## src/hw/rtl/eert_pkg.sv

```systemverilog
package eert_pkg;

   localparam int TableEntriesDefault = 64;
   localparam int VapCountDefault     = 16;
   localparam int CounterBitsDefault  = 32;
   localparam logic [7:0] TimeoutReset = 8'd2;

   localparam logic [1:0] CMD_EAP   = 2'd0;
   localparam logic [1:0] CMD_SWEEP = 2'd1;

   localparam logic [1:0] CODE_REQUEST  = 2'd0;
   localparam logic [1:0] CODE_RESPONSE = 2'd1;
   localparam logic [1:0] CODE_SUCCESS  = 2'd2;
   localparam logic [1:0] CODE_FAILURE  = 2'd3;

   typedef enum logic [2:0] {
      ST_IDLE,
      ST_SCAN,
      ST_DRAIN,
      ST_UPDATE,
      ST_REPORT,
      ST_OUTPUT
   } state_type;

   // Commands from the controller to the datapath.
   typedef struct packed {
      logic load;
      logic scan_clear;
      logic scan_step;
      logic update;
      logic report;
      logic emit;
   } cmd_type;

   // Status from the datapath to the controller.
   typedef struct packed {
      logic is_eap;
      logic is_sweep;
      logic scan_last;
   } status_type;

   typedef struct packed {
      logic [1:0]  command;
      logic [3:0]  vap_index;
      logic [47:0] station_mac;
      logic [1:0]  eap_code;
      logic [7:0]  eap_identifier;
      logic [1:0]  direction;
      logic [31:0] current_seconds;
   } req_word_type;

   typedef struct packed {
      logic [31:0] success_count;
      logic [31:0] failure_count;
      logic [31:0] timeout_count;
      logic [31:0] retry_count;
      logic        retry_seen;
      logic        table_full;
      logic [6:0]  expired_now;
   } rsp_word_type;

   // Contents of one slot of the exchange table, apart from its valid bit.
   typedef struct packed {
      logic [3:0]  vap;
      logic [47:0] mac;
      logic        is_response;
      logic [7:0]  identifier;
      logic [1:0]  direction;
      logic [31:0] stamp;
   } slot_entry_type;

endpackage

```

## src/hw/rtl/eert_ctrl.sv

```systemverilog
module eert_ctrl (
   input  logic                 clock,
   input  logic                 reset,
   input  logic                 req_valid,
   output logic                 req_ready,
   output logic                 rsp_valid,
   input  logic                 rsp_ready,
   input  eert_pkg::status_type status,
   output eert_pkg::cmd_type    cmd
);
   import eert_pkg::*;

   state_type state_ff, state_in;
   logic      rsp_valid_ff, rsp_valid_in;

   // Next state.
   always_comb begin
      state_in = state_ff;
      case (state_ff)
         ST_IDLE: begin
            if (req_valid) begin
               state_in = ST_SCAN;
            end
         end
         ST_SCAN: begin
            if (!status.is_eap && !status.is_sweep) begin
               state_in = ST_REPORT;
            end else if (status.scan_last) begin
               state_in = ST_DRAIN;
            end
         end
         ST_DRAIN: begin
            state_in = status.is_eap ? ST_UPDATE : ST_REPORT;
         end
         ST_UPDATE: state_in = ST_REPORT;
         ST_REPORT: state_in = ST_OUTPUT;
         ST_OUTPUT: begin
            if (!rsp_valid_ff || rsp_ready) begin
               state_in = ST_IDLE;
            end
         end
         default: state_in = ST_IDLE;
      endcase
   end

   // Output valid register: loaded when the result is handed over.
   always_comb begin
      rsp_valid_in = cmd.emit || (rsp_valid_ff && !rsp_ready);
   end

   // Commands.
   always_comb begin
      cmd            = '0;
      req_ready      = 1'b0;
      case (state_ff)
         ST_IDLE: begin
            req_ready      = 1'b1;
            cmd.load       = req_valid;
            cmd.scan_clear = req_valid;
         end
         ST_SCAN:   cmd.scan_step = 1'b1;
         ST_DRAIN:  cmd           = '0;
         ST_UPDATE: cmd.update    = 1'b1;
         ST_REPORT: cmd.report    = 1'b1;
         ST_OUTPUT: cmd.emit      = !rsp_valid_ff || rsp_ready;
         default:   cmd           = '0;
      endcase
   end

   assign rsp_valid = rsp_valid_ff;

   always_ff @(posedge clock) begin
      if (reset) begin
         state_ff     <= ST_IDLE;
         rsp_valid_ff <= 1'b0;
      end else begin
         state_ff     <= state_in;
         rsp_valid_ff <= rsp_valid_in;
      end
   end
endmodule

```

## config.mk

```make
export PLATFORM = sky130hd
export DESIGN_NAME = eert_ctrl
export DESIGN_NICKNAME = d
export VERILOG_FILES = /design/src/hw/rtl/eert_pkg.sv /design/src/hw/rtl/eert_ctrl.sv
export SDC_FILE = /design/constraint.sdc
export NUM_CORES = 1
export LEC_CHECK = 0
export BUFFER_PORTS_ARGS = -buffer_cell sky130_fd_sc_hd__buf_2
export CAP_MARGIN = 20
export CORE_AREA = 2 2 39 41
export DETAILED_ROUTE_END_ITERATION = 8
export DIE_AREA = 0 0 41 43
export GPL_ROUTABILITY_DRIVEN = 0
export SLEW_MARGIN = 30
export SYNTH_ARGS = -nofsm -noshare
export SYNTH_HDL_FRONTEND = slang
export SYNTH_SLANG_ARGS = --single-unit
export TNS_END_PERCENT = 100
```

## constraint.sdc

```tcl
create_clock -name clock -period 2.9 [get_ports clock]
set_clock_uncertainty 0.05 [all_clocks]
set_input_delay 0.58 -clock clock [delete_from_list [all_inputs] [get_ports clock]]
set_output_delay 0.58 -clock clock [all_outputs]
set_load 0.05 [all_outputs]
```

==> results of run 1 <==
-- cells in the mapped netlist --
| library cell | number |
|---|---|
| sky130_fd_sc_hd__a21o_1 | 1 |
| sky130_fd_sc_hd__a21oi_1 | 1 |
| sky130_fd_sc_hd__a311oi_1 | 1 |
| sky130_fd_sc_hd__a31oi_1 | 1 |
| sky130_fd_sc_hd__and2_1 | 2 |
| sky130_fd_sc_hd__and2b_2 | 1 |
| sky130_fd_sc_hd__buf_2 | 1 |
| sky130_fd_sc_hd__buf_4 | 2 |
| sky130_fd_sc_hd__buf_6 | 1 |
| sky130_fd_sc_hd__dfxtp_1 | 4 |
| sky130_fd_sc_hd__inv_1 | 1 |
| sky130_fd_sc_hd__nand2_1 | 4 |
| sky130_fd_sc_hd__nand2b_1 | 1 |
| sky130_fd_sc_hd__nand3b_1 | 1 |
| sky130_fd_sc_hd__nor2_1 | 2 |
| sky130_fd_sc_hd__nor2b_1 | 1 |
| sky130_fd_sc_hd__nor3_1 | 3 |
| sky130_fd_sc_hd__nor3b_1 | 1 |
| sky130_fd_sc_hd__nor4_1 | 1 |
| sky130_fd_sc_hd__o21ai_0 | 1 |
| sky130_fd_sc_hd__o21bai_4 | 1 |
| sky130_fd_sc_hd__o22a_2 | 1 |
| sky130_fd_sc_hd__or3_1 | 1 |
| sky130_fd_sc_hd__or3b_1 | 1 |
-- cells by family after synthesis --
family | after synthesis
and+or+nand+nor | 19
DFF | 4
buffers and inverters | 5
AOI/OAI and AO/OA | 7
-- layer usage --
layer  wire length (um)  up-vias
met5                  0        -
met4                  0        0
met3                 32        0
met2                312        7
met1                286      137
li1                   -      151
-- cell usage in the layout, fill, tap and decap left out, drive strengths merged --
cell and instances:
a21o 1, a21oi 1, a311oi 1, a31oi 1, and2 2, and2b 1
buf 14, clkbuf 3, dfxtp 4, inv 1, nand2 4, nand2b 1
nand3b 1, nor2 2, nor2b 1, nor3 3, nor3b 1, nor4 1
o21ai 1, o21bai 1, o22a 1, or3 1, or3b 1
-- state kept, by name, summed over array words and instances, names as in the netlist --
signal     cells
state_ff       3
rsp_valid      1
-- critical path, delay by kind of cell, from the launching register on --
family,cells,cell delay (ns)
buffers and inverters,1,0.20
flip-flops,1,0.49
AND/OR/NAND/NOR,2,0.44
-- worst paths after layout --
path	startpoint	end	slack [ns]	cells after the start
worst max register to register	state_ff[1]	state_ff[0]	1.61	3
worst max-delay path	state_ff[1]	cmd[1]	0.91	3
worst min register to register	state_ff[2]	state_ff[1]	0.58	1
worst min-delay path	reset	state_ff[0]	0.51	2
-- power groups by stage --
stage | combinational (mW) | sequential [mW] | clock [mW]
after floorplan | 0.0698 | 0.0618 | 0
after global placement | 0.0752 | 0.0683 | 0
after detailed placement | 0.0757 | 0.0686 | 0
after CTS | 0.0758 | 0.0677 | 0.0701
after global routing | 0.0803 | 0.0685 | 0.0740
final | 0.0753 | 0.0680 | 0.0684
-- metrics by stage --
step / setup WS [ns] / util / hold WS, ns / power, mW / cells
3_3_place_gp: 1.13 / 0.251 / 0.569 / 0.144 / 61
5_1_grt: 0.824 / 0.268 / 0.513 / 0.223 / 64
3_5_place_dp: 1.09 / 0.251 / 0.569 / 0.144 / 61
4_1_cts: 0.909 / 0.268 / 0.505 / 0.214 / 64
2_1_floorplan: 0.300 / - / 0.498 / 0.132 / 35
6_report: 0.907 / 0.268 / 0.509 / 0.212 / 64
-- layout make-up --
type                            instances  share of cell area
Clock buffer                            3              0.0608
Timing Repair Buffer                   14               0.189
Sequential cell                         4               0.216
Inverter                                1              0.0101
Tap cell                               16              0.0541
Multi-Input combinational cell         26               0.470
==> run summary, run 1 <==
The number of warning messages in the yosys log is 0. On the critical path, the stage with the largest delay is an instance of sky130_fd_sc_hd__dfxtp_1. In the final layout, the share of cells above drive strength 1 is 0.438.

After clock tree synthesis, the clock-pin slew on the worst setup and hold paths is ~0.040 ns. The library cell occupying the most area in the post-synthesis netlist is sky130_fd_sc_hd__dfxtp_1. The core box area is 1380 sq um.

The number of different library cells in the post-synthesis netlist is 24. The global-route track usage on met1 is 0.0968. The final routed DRC violation total is 0. 0 antenna diodes ended up in the layout.

The analysis attributes to net switching a power of just over 0.08 mW. The total via count after detailed routing is between 200 and 300. The final instance area is roughly 370 sq um. The global routing met2 resource utilization came out at 0.113. The sequential share of power came out at 0.321. The via count of the first global-routing pass came out at 230. Of the total synthesized cell area, the portion taken by full adders, half adders and majority gates is 0. After synthesis, the largest family of logic cells by area is simple AND/OR/NAND/NOR gates. After global routing, the most crowded layer is met2. The tree is rooted in a sky130_fd_sc_hd__clkbuf_4. CTS saw 4 sinks. The power density normalized to cell area came out at approximately 570 nW/um^2. The area fraction in and, or, nand and nor cells after synthesis came out at 0.379. In this run the worst hold path is classified as primary input to register. The initial standard-cell utilization of the core is 0.205.

The post-detailed-route wirelength per cell came out at 9.88 um. The die width came out at about 41 um. The half-perimeter wire length of the detailed placement result is roughly 500 um. The top-level I/O count is 15. The share of total power consumed by net switching is 0.391.

The final-report max-slew violation count is 0. The flow ran to the end, and the final reports show no timing, DRC or antenna violations. The sum of negative setup slack came out at 0 ns. The leakage component of the power came out at ~0.17 nW. The critical path class is register to primary output. The part of the Yosys area used for sequential elements is 0.282. The slew at the pin closest to its max-slew limit came out at roughly 0.32 ns. STA classifies the critical path endpoint as a primary output. The achievable clock frequency is around 500 MHz. The multi-input combinational cell area came out at ~170 sq um. The multiplexer share of the synthesized area is 0. The total of fill cells in the finished design came out at 160. The share of synthesized area in the top cell type comes to 0.282.

The combinational cell fraction of total power is 0.356. The detailed router's first-iteration violation count is 2. After floorplanning, the core was divided into 14 placement rows. The tightest slew margin relative to the limit is 0.789.

The number of max-cap violations came out at 0. The average size of a mapped cell came out at 8.11 sq um. The share of the synthesized area in compound gates (AO/OA/AOI/OAI) is 0.216. STA classifies the critical path startpoint as a register.

The clock period minus worst slack came out at 1.99 ns. In this run the deepest clock path goes through 2 buffers. Setup violations remaining at the end of the flow were counted as 0. The net count of the finished layout is 57. In the finished design, the share of the clock period the worst path needs comes to 0.687. Compared with the post-synthesis result, the final layout area differs by 30.4%. The global-route met3 utilization is 0.0314. The y dimension of the die came out at 43 um.

The final routed wirelength across all metal layers is roughly 630 um. The die covers ~1800 sq um. For this run, the slowest stage of the critical path takes roughly 0.49 ns. The largest vdd supply drop came out at about 0.00022 V. The deepest level of the CTS H-tree is 1. The clock share of power came out at 0.323. The number of synthesized register bits came out at 4. The total overflow left after global routing is 0. The detailed-routing iteration count for the pre-antenna-repair pass came out at 2.

In this run the cell area of the synthesized design comes to about 280 sq um. The worst endpoint data arrival time came out at 1.36 ns. Setup repair after global routing left no endpoint under its margin. The count of cells resized by post-cts repair came out at 0.

The signal on the critical path passes through and2b_2, and2_1, buf_2. The clock buffer count from CTS came out at 3. The maximum number of pins on one net before global-route repair came out at 11. The count of antenna-violating nets left after detailed routing is 0. The number of hold violations in the final report came to 0. In the global route stage, overall resource usage came out at 0.0784. The worst-skew pair later-pin latency came out at about 0.23 ns. The cell count after synthesis is 35. Hold repair after CTS inserted 0 buffers. The internal power came out at 0.129 mW.

The largest fanout on the critical path came out at 9. The xor/xnor share of the synthesized area came out at 0. TritonCTS built the clock tree. The number of antenna violations at the first check in global routing came out at 0.

The wire length of the first global-routing pass came out at between 900 and 1000 um. The area occupied by registers is between 80 and 90 sq um. Post-CTS timing repair inserted 0 buffers for setup.

The required time of the critical path came out at 2.27 ns. In this run the cell area measured after placement is about 350 sq um. When the netlist entered floorplanning its net count stood at 42. The via count normalized by instance count is 4.61. The number of port buffers came out at 14. Ranked by total cell area, the synthesized netlist is headed by sky130_fd_sc_hd__dfxtp_1 28%, sky130_fd_sc_hd__o21bai_4 6.6%, sky130_fd_sc_hd__nor3_1 5.3%, sky130_fd_sc_hd__buf_4 5.3%, sky130_fd_sc_hd__nand2_1 5.3%.
(Power assumes the default switching activity.)
==> run 2: changes to the inputs <==
--- a/config.mk
+++ b/config.mk
@@ -5,6 +5,7 @@
 export SDC_FILE = /design/constraint.sdc
 export NUM_CORES = 1
 export LEC_CHECK = 0
+export ABC_AREA = 1
 export BUFFER_PORTS_ARGS = -buffer_cell sky130_fd_sc_hd__buf_2
 export CAP_MARGIN = 20
 export CORE_AREA = 2 2 39 41
==> constraint.sdc (replaced) <==
create_clock -name clock -period 2 [get_ports clock]
set_clock_uncertainty 0.05 [all_clocks]
set_input_delay 0.4 -clock clock [delete_from_list [all_inputs] [get_ports clock]]
set_output_delay 0.4 -clock clock [all_outputs]
set_load 0.05 [all_outputs]
==> run 2 against run 1 <==
Compared with the run above: design area increased by 7.4%; first-iteration DRC count grew to 4.0 times the previous value; flip-flop and latch count did not move; area after synthesis grew 1.3%; clock power is 43% higher; combinational power increased by 110%; critical path type unchanged; sequential power increased by 49%.
==> run summary, run 2 <==
The commonest non-fill, non-tap cell in the layout is sky130_fd_sc_hd__buf_2 (unchanged). The flip-flop count of the largest register after layout is 3 (unchanged). The number of warning messages in the yosys log was 0 (unchanged). The number of instances in the placed design came out at 79 (was 61). The total congestion overflow after global routing came out at 0 (unchanged). The startpoint kind of the worst setup timing path is a register (unchanged). Leading cell types in the layout, fill and taps excluded: 14 x sky130_fd_sc_hd__buf_2, 11 x sky130_fd_sc_hd__inv_1, 11 x sky130_fd_sc_hd__nor2_1 (was 14 x sky130_fd_sc_hd__buf_2, 4 x sky130_fd_sc_hd__nand2_1, 4 x sky130_fd_sc_hd__dfxtp_1).

The final-report max-slew violation count is 0 (unchanged). The number of antenna violations at the first check in global routing came out at 0 (unchanged). The number of buffers between clock root and the deepest sink came out at 2 (unchanged). The slew at the pin closest to its max-slew limit is 0.261 ns (was 0.316 ns).

The post-layout net count came out at 75 (was 57). The element type at the critical path end is a primary output (unchanged). The prevailing post-synth register cell is sky130_fd_sc_hd__dfxtp_1 (unchanged). The global-route met3 utilization is 0.0471 (was 0.0314). The average size of a mapped cell came out at 5.64 sq um (was 8.11 sq um). The largest vdd supply drop was 0.000204 V (was 0.000216 V). The deepest level of the CTS H-tree came out at 1 (unchanged). The post-synthesis instance area is 288 sq um (was 284 sq um). The share of layout cells above drive strength 1 was 0.318 (was 0.438).

The core box area came out at 1380 sq um (unchanged). Status: finished, final reports clean (unchanged). The final routed DRC violation total came out at 0 (unchanged). The clock sink total came out at 4 (unchanged). The sequential share of power is 0.281 (was 0.321). The internal power is 0.196 mW (was 0.129 mW).

The y dimension of the die is 43 um (unchanged). The number of hold buffers added after cts was 0 (unchanged). The async set or reset register ratio after synthesis is 0 (unchanged). The total power after layout came to 0.360 mW (was 0.212 mW).

The buffer type at the clock tree root is sky130_fd_sc_hd__clkbuf_4 (unchanged). The combinational cell fraction of total power came out at 0.447 (was 0.356). The tightest slew margin relative to the limit came out at 0.826 (was 0.789).

The required time of the critical path is 1.55 ns (was 2.27 ns). The net count of the mapped netlist came out at 58 (was 42). The library cell occupying the most area in the post-synthesis netlist is sky130_fd_sc_hd__dfxtp_1 (unchanged). The number of max-cap violations came to 0 (unchanged).

The global-route total usage across every layer was 0.0884 (was 0.0784). The via count normalized by instance count was 4.12 (was 4.61). The final core utilization came to 0.288 (was 0.268). The number of hold violations in the final report was 0 (unchanged). The clock share of power came out at 0.272 (was 0.323). The largest fanout on the critical path came out at 8 (was 9). Setup repair after global routing missed its margin: false (unchanged).

The CTS tree was built (unchanged). The path category of the worst min-delay check is primary input to register (unchanged). The launch instance of the worst min-delay path is reset (unchanged). The clock input transition at the sequential cells of the worst setup and hold paths is 0.04 ns (about the same). The global-route track usage on met1 came out at 0.0932 (was 0.0968). The number of synthesized register bits is 4 (unchanged). The post-detailed-route wirelength per cell was 8.07 um (was 9.88 um). The cell count after synthesis came out at 51 (was 35). The row count came out at 14 (unchanged). The share of the synthesized area in the top cell type came to 0.278 (was 0.282). The detailed router's first-iteration violation count came out at 8 (was 2). The global routing met2 resource utilization is 0.128 (was 0.113).

The area growth from synthesis to layout is 38.3% (was 30.4%). The number of different library cells in the post-synthesis netlist is 15 (was 24). The diode insertion count for antenna repair came to 0 (unchanged). The via count of the first global-routing pass came out at 294 (was 230). The critical path class is register to primary output (unchanged).

The count of antenna-violating nets left after detailed routing came to 0 (unchanged). The top-level I/O count came to 15 (unchanged). The leakage component of the power came out at 0.246 nW (was 0.171 nW). The share of the clock period used by the worst path is 0.884. The initial standard-cell utilization of the core came to 0.208 (was 0.205). The die width came to 41 um (unchanged). The detailed-routing iteration count for the pre-antenna-repair pass is 3 (was 2). The clock buffer count from CTS was 3 (unchanged). The half-perimeter wire length of the detailed placement result is 559 um (was 488 um). The register with the most flip-flops was state_ff (unchanged). The final non-filler cell total is 82 (was 64). The start point of the critical path is state_ff[1] (unchanged). Top cells by area, synth: sky130_fd_sc_hd__dfxtp_1 28%, sky130_fd_sc_hd__inv_1 14%, sky130_fd_sc_hd__nor2_1 14%, sky130_fd_sc_hd__nand2_1 12%, sky130_fd_sc_hd__nand3_1 7.0% (was sky130_fd_sc_hd__dfxtp_1 28%, sky130_fd_sc_hd__o21bai_4 6.6%, sky130_fd_sc_hd__nor3_1 5.3%, sky130_fd_sc_hd__buf_4 5.3%, sky130_fd_sc_hd__nand2_1 5.3%).

The maximum number of pins on one net before global-route repair was 9 (was 11). The number of setup buffers added after CTS came out at 0 (unchanged). The worst-skew pair later-pin latency came out at 0.23 ns (about the same). The worst flop-to-flop path startpoint is state_ff[2] (was state_ff[1]). The wire length of the first global-routing pass came out at 1040 um (was 938 um). Timing would allow up to about 570 MHz.

The count of cells resized by post-cts repair was 0 (unchanged). The final-report setup violation count came out at 0 (unchanged). The most utilized layer in the global route result is met2 (unchanged).

The count of flip-flops with a built-in enable after synthesis is 0 (unchanged). The worst endpoint data arrival time came to 1.32 ns (was 1.36 ns). The share of total power consumed by net switching is 0.455 (was 0.391). The power dissipated by switching net loads is 0.164 mW (was 0.0827 mW). The clock period minus worst slack came out at about 1.8 ns. The power density normalized to cell area is 904 nW/um^2 (was 571 nW/um^2). The total via count after detailed routing came out at 338 (was 295). The final routed wirelength across all metal layers is 662 um (was 632 um). Most common library cells after synthesis: 11 x sky130_fd_sc_hd__inv_1, 11 x sky130_fd_sc_hd__nor2_1, 9 x sky130_fd_sc_hd__nand2_1 (was 4 x sky130_fd_sc_hd__dfxtp_1, 4 x sky130_fd_sc_hd__nand2_1, 3 x sky130_fd_sc_hd__nor3_1).

The number of port buffers was 14 (unchanged). The part of the Yosys area used for sequential elements is 0.278 (was 0.282). The total die area came out at 1760 sq um (unchanged).
[run 2: cell type report]
type                            instances  area (sq um)
Clock buffer                            3          22.5
Fill cell                             166           986
Inverter                               12          45.0
Multi-Input combinational cell         33           160
Sequential cell                         4          80.1
Tap cell                               16          20.0
Timing Repair Buffer                   14          70.1
[run 2: cell families (layout without fill, tap and decap cells)]
family | after synthesis | after routing | share of synthesized area
flip-flops | 4 | 4 | 0.278
buffers and inverters | 14 | 29 | 0.200
AND/OR/NAND/NOR | 30 | 30 | 0.461
AO/OA/AOI/OAI | 3 | 3 | 0.0608
[run 2: path summary, 6_finish.rpt]
check,to,slack [ns],cells past startpoint
max,cmd[4],0.23,4
min,state_ff[1],0.31,2
max reg2reg,state_ff[0],0.81,6
min reg2reg,rsp_valid,0.54,4
[run 2: routing by layer]
| layer | part of all wire | vias to the layer above | wire (um) |
|---|---|---|---|
| met1 | 0.43 | 145 | 287 |
| met2 | 0.51 | 10 | 335 |
| met5 | 0 | - | 0 |
| met3 | 0.059 | 0 | 39 |
| li1 | - | 183 | - |
| met4 | 0 | 0 | 0 |
[run 2: power by group through the flow]
stage | clock network, mW | logic (mW) | registers (mW)
final | 0.0977 | 0.161 | 0.101
after global routing | 0.109 | 0.174 | 0.102
after CTS | 0.104 | 0.162 | 0.101
after detailed placement | 0 | 0.161 | 0.102
after global placement | 0 | 0.159 | 0.102
after floorplan | 0 | 0.134 | 0.0988
[run 2: per-stage QoR]
step	instance area, sq um	setup WS (ns)	hold WS [ns]	TNS [ns]
2_1_floorplan	298	-0.0860	0.422	-0.0860
3_3_place_gp	375	0.529	0.535	0
3_5_place_dp	375	0.479	0.538	0
4_1_cts	398	0.224	0.304	0
5_1_grt	398	0.118	0.306	0
6_report	398	0.232	0.310	0
[run 2: worst max-delay path, cell delays in order, from the launching register on]
cell and delay (ns):
sky130_fd_sc_hd__dfxtp_1 0.37, sky130_fd_sc_hd__nor2_1 0.19, sky130_fd_sc_hd__inv_1 0.10, sky130_fd_sc_hd__nor3_2 0.13, sky130_fd_sc_hd__buf_2 0.29
